## src/rtl/hsl2rgb_pkg.sv

```systemverilog
// hsl2rgb_pkg: widths, constants and the stage-enable type of the HSL to RGB converter.
// No dependencies.
package hsl2rgb_pkg;

  localparam int unsigned HueW  = 9;
  localparam int unsigned PctW  = 7;
  localparam int unsigned ChanW = 8;
  localparam int unsigned FracW = 14;  // helper values scaled by 10000
  localparam int unsigned NumW  = 20;  // channel numerator, up to 600000
  localparam int unsigned WgtW  = 6;   // hue distance inside a ramp, 0..60
  localparam int unsigned ProdW = 49;

  localparam logic [HueW-1:0] HueTurn = 9'd360;
  localparam logic [HueW-1:0] Hue60   = 9'd60;
  localparam logic [HueW-1:0] Hue120  = 9'd120;
  localparam logic [HueW-1:0] Hue180  = 9'd180;
  localparam logic [HueW-1:0] Hue240  = 9'd240;

  localparam logic [PctW-1:0] PctMax  = 7'd100;
  localparam logic [PctW-1:0] PctHalf = 7'd50;

  localparam logic [WgtW-1:0] SectorDeg = 6'd60;

  // floor(n*255/600000) = floor(n*17/40000) = (n * 17 * ceil(2^40/40000)) >> 40,
  // exact for every n up to 600000.
  localparam logic [28:0]     RecipK     = 29'd467292447;
  localparam int unsigned     RecipShift = 40;

  typedef struct packed {
    logic en_num;  // numerator stage advances
    logic en_out;  // output stage advances
  } hsl2rgb_stg_t;

endpackage

```

## src/rtl/hsl2rgb_chan.sv

```systemverilog
// hsl2rgb_chan: one color channel, piecewise numerator and scaling to 8 bits, two stages.
// Depends on hsl2rgb_pkg.
module hsl2rgb_chan
  import hsl2rgb_pkg::*;
(
  input  logic                 clk_i,
  input  hsl2rgb_stg_t         stg_i,
  input  logic [HueW-1:0]      hue_i,
  input  logic [FracW-1:0]     p_i,
  input  logic [FracW-1:0]     q_i,
  input  logic [FracW-1:0]     d_i,
  output logic [ChanW-1:0]     chan_o
);

  logic [FracW-1:0] base;
  logic [WgtW-1:0]  wgt;
  logic [NumW-1:0]  num_d, num_q;
  logic [ProdW-1:0] scaled;
  logic [ChanW-1:0] chan_d, chan_q;

  // rising ramp, top plateau, falling ramp, bottom plateau
  always_comb begin
    priority if (hue_i < Hue60) begin
      base = p_i;
      wgt  = hue_i[WgtW-1:0];
    end else if (hue_i < Hue180) begin
      base = q_i;
      wgt  = '0;
    end else if (hue_i < Hue240) begin
      base = p_i;
      wgt  = WgtW'(Hue240 - hue_i);
    end else begin
      base = p_i;
      wgt  = '0;
    end
  end

  assign num_d = NumW'(base) * NumW'(SectorDeg) + NumW'(d_i) * NumW'(wgt);

  always_ff @(posedge clk_i) begin
    if (stg_i.en_num) begin
      num_q <= num_d;
    end
  end

  assign scaled = ProdW'(num_q) * ProdW'(RecipK);
  assign chan_d = scaled[RecipShift +: ChanW];

  always_ff @(posedge clk_i) begin
    if (stg_i.en_out) begin
      chan_q <= chan_d;
    end
  end

  assign chan_o = chan_q;

endmodule

```

## src/rtl/hsl_to_rgb_converter_unit.sv

```systemverilog
// hsl_to_rgb_converter_unit: top level of the HSL to RGB converter, four-stage pipeline.
// Depends on hsl2rgb_pkg and hsl2rgb_chan.
//
//  channel | direction | handshake               | payload
//  --------+-----------+-------------------------+-----------------------------------------
//  in      | sink      | in_valid_i / in_ready_o | hue_degrees_i, saturation_pct_i,
//          |           |                         | lightness_pct_i
//  out     | source    | out_valid_o/out_ready_i | red_o, green_o, blue_o
//
// One request per cycle while the output is not stalled; an accepted request moves
// through the stage valid bits v1_q to v4_q, and v4_q drives out_valid_o.
// Stage 1 wraps and offsets the hue per channel and clamps percents, stage 2 forms the
// helper values q and p, stage 3 the per-channel numerator, stage 4 the reciprocal multiply to 8 bits.
// Reset clears only the stage valid bits; data registers are not reset.
// A stage advances whenever it is empty or the stage after it advances, so a stall on
// the output fills bubbles first and then holds every stage without loss or repeat.
module hsl_to_rgb_converter_unit
  import hsl2rgb_pkg::*;
(
  input  logic             clk_i,
  input  logic             rst_ni,
  input  logic             in_valid_i,
  output logic             in_ready_o,
  input  logic [HueW-1:0]  hue_degrees_i,
  input  logic [PctW-1:0]  saturation_pct_i,
  input  logic [PctW-1:0]  lightness_pct_i,
  output logic             out_valid_o,
  input  logic             out_ready_i,
  output logic [ChanW-1:0] red_o,
  output logic [ChanW-1:0] green_o,
  output logic [ChanW-1:0] blue_o
);

  // stage valid bits
  logic v1_q, v2_q, v3_q, v4_q;
  logic en1, en2, en3, en4;

  assign en4 = !v4_q || out_ready_i;
  assign en3 = !v3_q || en4;
  assign en2 = !v2_q || en3;
  assign en1 = !v1_q || en2;

  assign in_ready_o  = en1;
  assign out_valid_o = v4_q;

  always_ff @(posedge clk_i or negedge rst_ni) begin
    if (!rst_ni) begin
      v1_q <= 1'b0;
      v2_q <= 1'b0;
      v3_q <= 1'b0;
      v4_q <= 1'b0;
    end else begin
      if (en1) v1_q <= in_valid_i;
      if (en2) v2_q <= v1_q;
      if (en3) v3_q <= v2_q;
      if (en4) v4_q <= v3_q;
    end
  end

  // ---------------- stage 1: hue wrap, channel offsets, clamp ----------------
  logic [HueW-1:0] hue_mod;
  logic [HueW-1:0] hr1_d, hg1_d, hb1_d, hr1_q, hg1_q, hb1_q;
  logic [PctW-1:0] s1_d, l1_d, s1_q, l1_q;

  always_comb begin
    hue_mod = (hue_degrees_i >= HueTurn) ? hue_degrees_i - HueTurn : hue_degrees_i;
    hg1_d   = hue_mod;
    // red at +120, blue at +240, both mod 360
    hr1_d   = (hue_mod >= Hue240) ? hue_mod - Hue240 : hue_mod + Hue120;
    hb1_d   = (hue_mod >= Hue120) ? hue_mod - Hue120 : hue_mod + Hue240;
    s1_d    = (saturation_pct_i > PctMax) ? PctMax : saturation_pct_i;
    l1_d    = (lightness_pct_i > PctMax) ? PctMax : lightness_pct_i;
  end

  always_ff @(posedge clk_i) begin
    if (en1) begin
      hr1_q <= hr1_d;
      hg1_q <= hg1_d;
      hb1_q <= hb1_d;
      s1_q  <= s1_d;
      l1_q  <= l1_d;
    end
  end

  // ---------------- stage 2: helper values q, p and spread d ----------------
  // all scaled by 10000; q in 0..10000, p = 2l - q, d = q - p
  localparam int unsigned WideW = FracW + 1;

  logic [WideW-1:0] q_lo, q_hi, q_w, p_w, d_w;
  logic [HueW-1:0]  hr2_q, hg2_q, hb2_q;
  logic [FracW-1:0] q2_q, p2_q, d2_q;

  always_comb begin
    q_lo = WideW'(l1_q) * (WideW'(s1_q) + WideW'(PctMax));
    q_hi = WideW'(PctMax) * (WideW'(l1_q) + WideW'(s1_q)) - WideW'(l1_q) * WideW'(s1_q);
    q_w  = (l1_q < PctHalf) ? q_lo : q_hi;
    p_w  = WideW'(200) * WideW'(l1_q) - q_w;
    d_w  = q_w - p_w;
  end

  always_ff @(posedge clk_i) begin
    if (en2) begin
      hr2_q <= hr1_q;
      hg2_q <= hg1_q;
      hb2_q <= hb1_q;
      q2_q  <= q_w[FracW-1:0];
      p2_q  <= p_w[FracW-1:0];
      d2_q  <= d_w[FracW-1:0];
    end
  end

  // ---------------- stages 3 and 4: per-channel units ----------------
  hsl2rgb_stg_t stg;

  assign stg.en_num = en3;
  assign stg.en_out = en4;

  hsl2rgb_chan u_red (
    .clk_i  (clk_i),
    .stg_i  (stg),
    .hue_i  (hr2_q),
    .p_i    (p2_q),
    .q_i    (q2_q),
    .d_i    (d2_q),
    .chan_o (red_o)
  );

  hsl2rgb_chan u_green (
    .clk_i  (clk_i),
    .stg_i  (stg),
    .hue_i  (hg2_q),
    .p_i    (p2_q),
    .q_i    (q2_q),
    .d_i    (d2_q),
    .chan_o (green_o)
  );

  hsl2rgb_chan u_blue (
    .clk_i  (clk_i),
    .stg_i  (stg),
    .hue_i  (hb2_q),
    .p_i    (p2_q),
    .q_i    (q2_q),
    .d_i    (d2_q),
    .chan_o (blue_o)
  );

endmodule

```

## config.mk

```make
export PLATFORM = sky130hd
export DESIGN_NAME = hsl_to_rgb_converter_unit
export DESIGN_NICKNAME = d
export VERILOG_FILES = /design/src/rtl/hsl2rgb_pkg.sv /design/src/rtl/hsl2rgb_chan.sv /design/src/rtl/hsl_to_rgb_converter_unit.sv
export SDC_FILE = /design/constraint.sdc
export NUM_CORES = 2
export LEC_CHECK = 0
export ABC_AREA = 1
export BUFFER_PORTS_ARGS = -buffer_cell sky130_fd_sc_hd__clkbuf_2
export CAP_MARGIN = 30
export CELL_PAD_IN_SITES_DETAIL_PLACEMENT = 1
export CELL_PAD_IN_SITES_GLOBAL_PLACEMENT = 2
export CORE_MARGIN = 2
export CORE_UTILIZATION = 40
export DETAILED_ROUTE_END_ITERATION = 10
export PLACE_DENSITY_LB_ADDON = 0.3
export REMOVE_ABC_BUFFERS = 1
export SYNTH_ARGS = -nofsm -noshare
export SYNTH_HDL_FRONTEND = slang
export SYNTH_SLANG_ARGS = --single-unit
```

## constraint.sdc

```tcl
create_clock -name clk_i -period 10.8 [get_ports clk_i]
set_input_delay 1.08 -clock clk_i [delete_from_list [all_inputs] [get_ports clk_i]]
set_output_delay 1.08 -clock clk_i [all_outputs]
set_load 0.05 [all_outputs]
```

# Word-level counts from Yosys, hierarchy flattened
# Cells that the tools add are included.
[word_totals]
ff_bits = 198
inputBits = 27
output_inout_bits = 26
word_cells = 92
[classes]
n_addsub = 16
multipliers = 13
magnitude_cmp = 15
mux = 19
n_reduce_logical = 8
[ops]
columns = ["cell", "n"]
rows = [
  ["$mul A20 B29 Y48 const B", 3],
  ["$mux W14", 7],
  ["$add A20 B20 Y20", 3],
  ["$mul A14 B6 Y20", 3],
  ["$lt A9 B8 Y1 const B", 6],
  ["$mul A14 B4 Y18 const B", 3],
  ["$mux W6", 9],
  ["$sub A14 B14 Y14", 3],
  ["$lt A9 B6 Y1 const B", 3],
  ["$mux W9", 3],
  ["$sub A6 B6 Y6 const A", 3],
  ["$gt A7 B7 Y1 const B", 2],
  ["$mul A7 B7 Y14", 1],
  ["$mul A7 B8 Y14", 1],
  ["$mul A5 B8 Y12 const A", 1],
  ["$mul A5 B7 Y11 const A", 1],
  ["$add A9 B7 Y9 const B", 1],
  ["$add A9 B8 Y9 const B", 1],
  ["$ge A9 B7 Y1 const B", 1],
  ["$ge A9 B8 Y1 const B", 1],
  ["$ge A9 B9 Y1 const B", 1],
  ["$sub A9 B7 Y9 const B", 1],
  ["$sub A9 B8 Y9 const B", 1],
  ["$sub A9 B9 Y9 const B", 1],
  ["other kinds (5)", 11],
]

# Longest topological paths before layout
[logic_depth]
word_depth = 6
depth_mapped = 41
depth_no_buf = 40

# Hierarchy
# A second synthesis with hierarchy kept.
[hier_totals]
hier_cells = 7589
area_unflattened_um2 = 61036.0
[modules_own_cells]
columns = ["mod", "instances", "cells_per_inst", "area_each_um2", "seq_area_each_um2"]
rows = [
  ["hsl2rgb_chan at u_blue", 1, 2129, 16893.7, 840.8],
  ["hsl2rgb_chan at u_green", 1, 2129, 16876.2, 840.8],
  ["hsl2rgb_chan at u_red", 1, 2104, 16797.4, 840.8],
  ["hsl_to_rgb_converter_unit", 1, 1227, 10468.8, 2982.9],
]

# Worst setup path after synthesis
# No wires, ideal clock.
[synth_path]
path_type = "flip-flop to flip-flop"
from = "register s1_q[2]"
to = "register d2_q[13], data pin"
setup_time_ns = 0.252
t_arrival_ns = 7.469
required_ns = 10.548
slack_ns = 3.079
stages_incl_launch_ff = 41
n_path_buf = 1
synth_period_minus_slack_ns = 7.721
cell_sequence = "edfxtp_1 > clkbuf_1 > inv_1 > ha_1 > o21ai_0 > xnor2_1 > inv_1 > ha_1 > ha_1 > inv_1 > fa_1 > inv_1 > ha_1 > xnor2_1 > ha_1 > fa_1 > inv_1 > fa_1 > [... 5 more ...] > inv_1 > or2_2 > a32oi_1 > ha_1 > a21oi_1 > nand2_1 > a21oi_1 > nand2_1 > o21ai_0 > o21ai_1 > xor2_1 > ha_1 > inv_1 > o21bai_1 > nor2_1 > nand2_1 > nand2_1 > nand2_1"
[synth_between]
elab_chain_cells = 6
elab_cells_between_ends = 9
cone_classes = "add/sub (5); mul (3); mux (1)"
[synth_rtl]
columns = ["item", "line_no", "rtl"]
rows = [
  ["from (decl)", "hsl_to_rgb_converter_unit.sv:63", "logic [PctW-1:0] s1_d, l1_d, s1_q, l1_q;"],
  ["from (signal assigned)", "hsl_to_rgb_converter_unit.sv:80", "s1_q <= s1_d;"],
  ["$add A7 B7 Y8", "hsl_to_rgb_converter_unit.sv:95", "q_hi = WideW'(PctMax) * (WideW'(l1_q) + WideW'(s1_q)) - WideW'(l1_q) * WideW'(s1_q);"],
  ["$mul A5 B8 Y12", "hsl_to_rgb_converter_unit.sv:95", ""],
  ["$sub A14 B14 Y14", "hsl_to_rgb_converter_unit.sv:95", ""],
  ["$mux W14 (*)", "hsl_to_rgb_converter_unit.sv:96", "q_w = (l1_q < PctHalf) ? q_lo : q_hi;"],
  ["$sub A14 B14 Y14", "hsl_to_rgb_converter_unit.sv:97", "p_w = WideW'(200) * WideW'(l1_q) - q_w;"],
  ["$sub A14 B14 Y14 (*)", "hsl_to_rgb_converter_unit.sv:98", "d_w = q_w - p_w;"],
  ["via d_w[13]", "hsl_to_rgb_converter_unit.sv:89", "logic [WideW-1:0] q_lo, q_hi, q_w, p_w, d_w;"],
  ["to (signal assigned)", "hsl_to_rgb_converter_unit.sv:108", "d2_q <= d_w[FracW-1:0];"],
  ["to (decl)", "hsl_to_rgb_converter_unit.sv:91", "logic [FracW-1:0] q2_q, p2_q, d2_q;"],
]
# The timed path passes the listed nets; every way through them passes the cells marked *.
# A chain may end at the register's enable or synchronous reset.

# Final worst setup path
[layout_path]
from = "register l1_q[0]"
to = "register d2_q[13], data pin"
[layout_between]
elab_chain_cells = 6
elab_cells_between_ends = 10
cone_classes = "add/sub (4); mul (4); order compare (1); mux (1)"
[layout_rtl]
columns = ["item", "line_no", "rtl"]
rows = [
  ["from (decl)", "hsl_to_rgb_converter_unit.sv:63", ""],
  ["from (signal assigned)", "hsl_to_rgb_converter_unit.sv:81", "l1_q <= l1_d;"],
  ["$add A7 B7 Y8", "hsl_to_rgb_converter_unit.sv:95", ""],
  ["$mul A5 B8 Y12", "hsl_to_rgb_converter_unit.sv:95", ""],
  ["$sub A14 B14 Y14", "hsl_to_rgb_converter_unit.sv:95", ""],
  ["$mux W14", "hsl_to_rgb_converter_unit.sv:96", ""],
  ["$sub A14 B14 Y14", "hsl_to_rgb_converter_unit.sv:97", ""],
  ["$sub A14 B14 Y14 (*)", "hsl_to_rgb_converter_unit.sv:98", ""],
  ["via d_w[13]", "hsl_to_rgb_converter_unit.sv:89", ""],
]
# Marked as above.

==> impl_metrics.ini <==
[floorplanning]
die_area_um2 = 145000
rows = 138
die_h_um = 381
core_area_um2 = 141000
initial_core_util = 0.402
fp.dieW_um = 381
ios = 53

[detailed_routing]
drt_iter0_drc = 1652
vias = 41829
remaining_drc_errors = 0
wl_mm = 162
wl_per_cell_um = 19.1
dr.pass1.iters = 5
ant_nets = 0
vias_per_cell = 4.94

[cts]
clock_sinks = 184
holdBufCountCts = 0
postCtsSetupBuffers = 0
cts_tree = built
path_clk_slew_ns = 0.10
cts-root-buf = clkbuf_16
cts_max_path_buffers = 2
post_cts_resized = 0
clk_latency_ns = 0.56
cts_buffers = 17
h-tree-depth = 4

[final_layout]
syn_to_final_growth_pct = 5.92
diodes = 0
postLayoutCoreUtil = 0.426
drive_gt1_frac = 0.0265
fin_nets = 8590

[setup_path]
r2r_cells = 38
crit_arrival_ns = 9.16
cp-start-kind = flip-flop
timing.rr.start = l1_q[0]
crit_path_end_kind = flip-flop
crit_required_ns = 11.10
worst_path_max_delay_cell = edfxtp_1
timing.critical_path.mode_cell = ha_1
path_class = flip-flop to flip-flop
regToRegSetupSlack_ns = 1.94
rr_endpoint = d2_q[13]
cp_max_fo = 16
critPathMaxStageDelay_ns = 0.73

[placed_design]
dpl.hpwl_mm = 146
portBuffers = 52
gp_congestion = 0.918

[grt]
grt_pass1_vias = 46657
overflow = 0
track_usage = 0.228
grt_max_degree = 63
antenna_found_initial = 2
grt_pass1_wl_mm = 258

[sta]
max_slew.worst_pin.slew_ns = 1.02
period_share = 0.820
maxSlewViolCount = 0
hold_viol_final = 0
fmax_mhz = 113
min_period_ns = 8.86
slew_headroom = 0.316
setup_violations = 0
skew_ns = 0.0241
rsz0062_at_grt = no
tns_ns = 0

[synth]
synth_top_family_by_area = adder cells
synth_top_area_frac = 0.345
synth_warnings = 0
synth-simple-area-share = 0.106
synth_cells = 6503
syn_area_per_cell_um2 = 8.75
synth_compound_area_frac = 0.0676
ys_types = 64
ys_ff_latch = 184
synth.area.top_cells = fa_1, ha_1, inv_1, edfxtp_1, nand2_1
synth_flop_cell = edfxtp_1
synth_most_common_cell = inv_1
synthMuxAreaShare = 0
seq_area_frac_synth = 0.0967
synth_edf_count = 180
synth_async_sr_flop_share = 0.0217
syn_area_um2 = 56900
synth_commonest_cells = inv_1, ha_1, fa_1
synthAdderAreaFrac = 0.569
yosys.area.top_type = fa_1
post_synth_xor_area_fraction = 0.0291

[min_path]
min_path_type = input port to async pin

[status]
status = completed

[job]
maxCapViolCount = 0
==> worst max path at each step <==
stage	from	to	slack, ns	depth (start not counted)
finish	l1_q[0]	d2_q[13]	1.94	38
floorplan	l1_q[0]	d2_q[13]	3.04	38
detailed placement	l1_q[0]	d2_q[13]	1.97	38
global route	l1_q[0]	d2_q[13]	1.24	38
CTS	l1_q[0]	d2_q[13]	1.90	38
global placement	l1_q[0]	d2_q[13]	2.08	38
==> metrics by stage <==
step	instances	cell area, um^2	worst slack (ns)	hold slack [ns]
after floorplan	6459	56700	3.04	0.400
after global placement	8426	59600	2.08	0.403
after detailed placement	8432	59600	1.97	0.406
after CTS	8464	60200	1.90	0.272
after global routing	8468	60300	1.24	0.288
final	8468	60300	1.94	0.320
==> per-layer routing <==
layer  routed length (um)  GRT usage
met3                 3790     0.0217
met2                81300      0.403
met1                72900      0.300
met5                    0          0
met4                 3750     0.0561
==> state kept, by name (all words and copies together), names as in the netlist, 6 cells and up <==
signal and cells:
u_blue.num_q 20, u_blue.chan_o 8, d2_q 13, hg1_q 6, s1_q 7, hb1_q 6
hr1_q 9, u_red.num_q 20, u_green.chan_o 8, q2_q 14, hg2_q 6, p2_q 13
l1_q 7, u_red.chan_o 8, hr2_q 9, hb2_q 6, u_green.num_q 20
==> final cells by class <==
| cell class | instances | area, um^2 |
|---|---|---|
| clock buffer | 17 | 425 |
| clock inverter | 15 | 188 |
| fill | 16702 | 81100 |
| inverter | 1937 | 7270 |
| multi-input combinational | 4338 | 44000 |
| sequential | 184 | 5510 |
| tap | 1890 | 2360 |
| timing repair buffer | 87 | 559 |
==> layout by cell type, fill, tap and decap left out, drive strengths merged, types with 12 or more instances in the layout <==
cell	instances
clkbuf	72
fa	981
or2	15
a211oi	12
nor2	339
a21o	41
a21oi	266
edfxtp	180
nor3	42
nand3	125
a31oi	30
xnor2	77
xor2	110
nand4	45
inv	1941
nand2	878
o21bai	25
o21ai	218
ha	1017
conb	15
buf	32
==> worst max-delay path: cells and delay by family (launching register included) <==
kind	cells	cell delay, ns
adders and majority gates	12	4.52
AOI/OAI and AO/OA	8	1.29
and+or+nand+nor	9	0.93
DFF	1	0.73
xor gates and xnor gates	3	0.68
buffers and inverters	6	0.42
==> logic make-up (layout without fill, tap and decap cells) <==
| logic type | after synthesis | after routing |
|---|---|---|
| AO/OA/AOI/OAI | 666 | 666 |
| XOR/XNOR | 187 | 187 |
| adder cells (fa/ha/maj) | 1998 | 1998 |
| buffers and inverters | 1994 | 2056 |
| flip-flops | 184 | 184 |
| other | 2 | 15 |
| AND/OR/NAND/NOR | 1472 | 1472 |
Power is left out: the tool's default activity adds up to more than one toggle a clock period on the data nets, which glitch-free logic cannot reach.
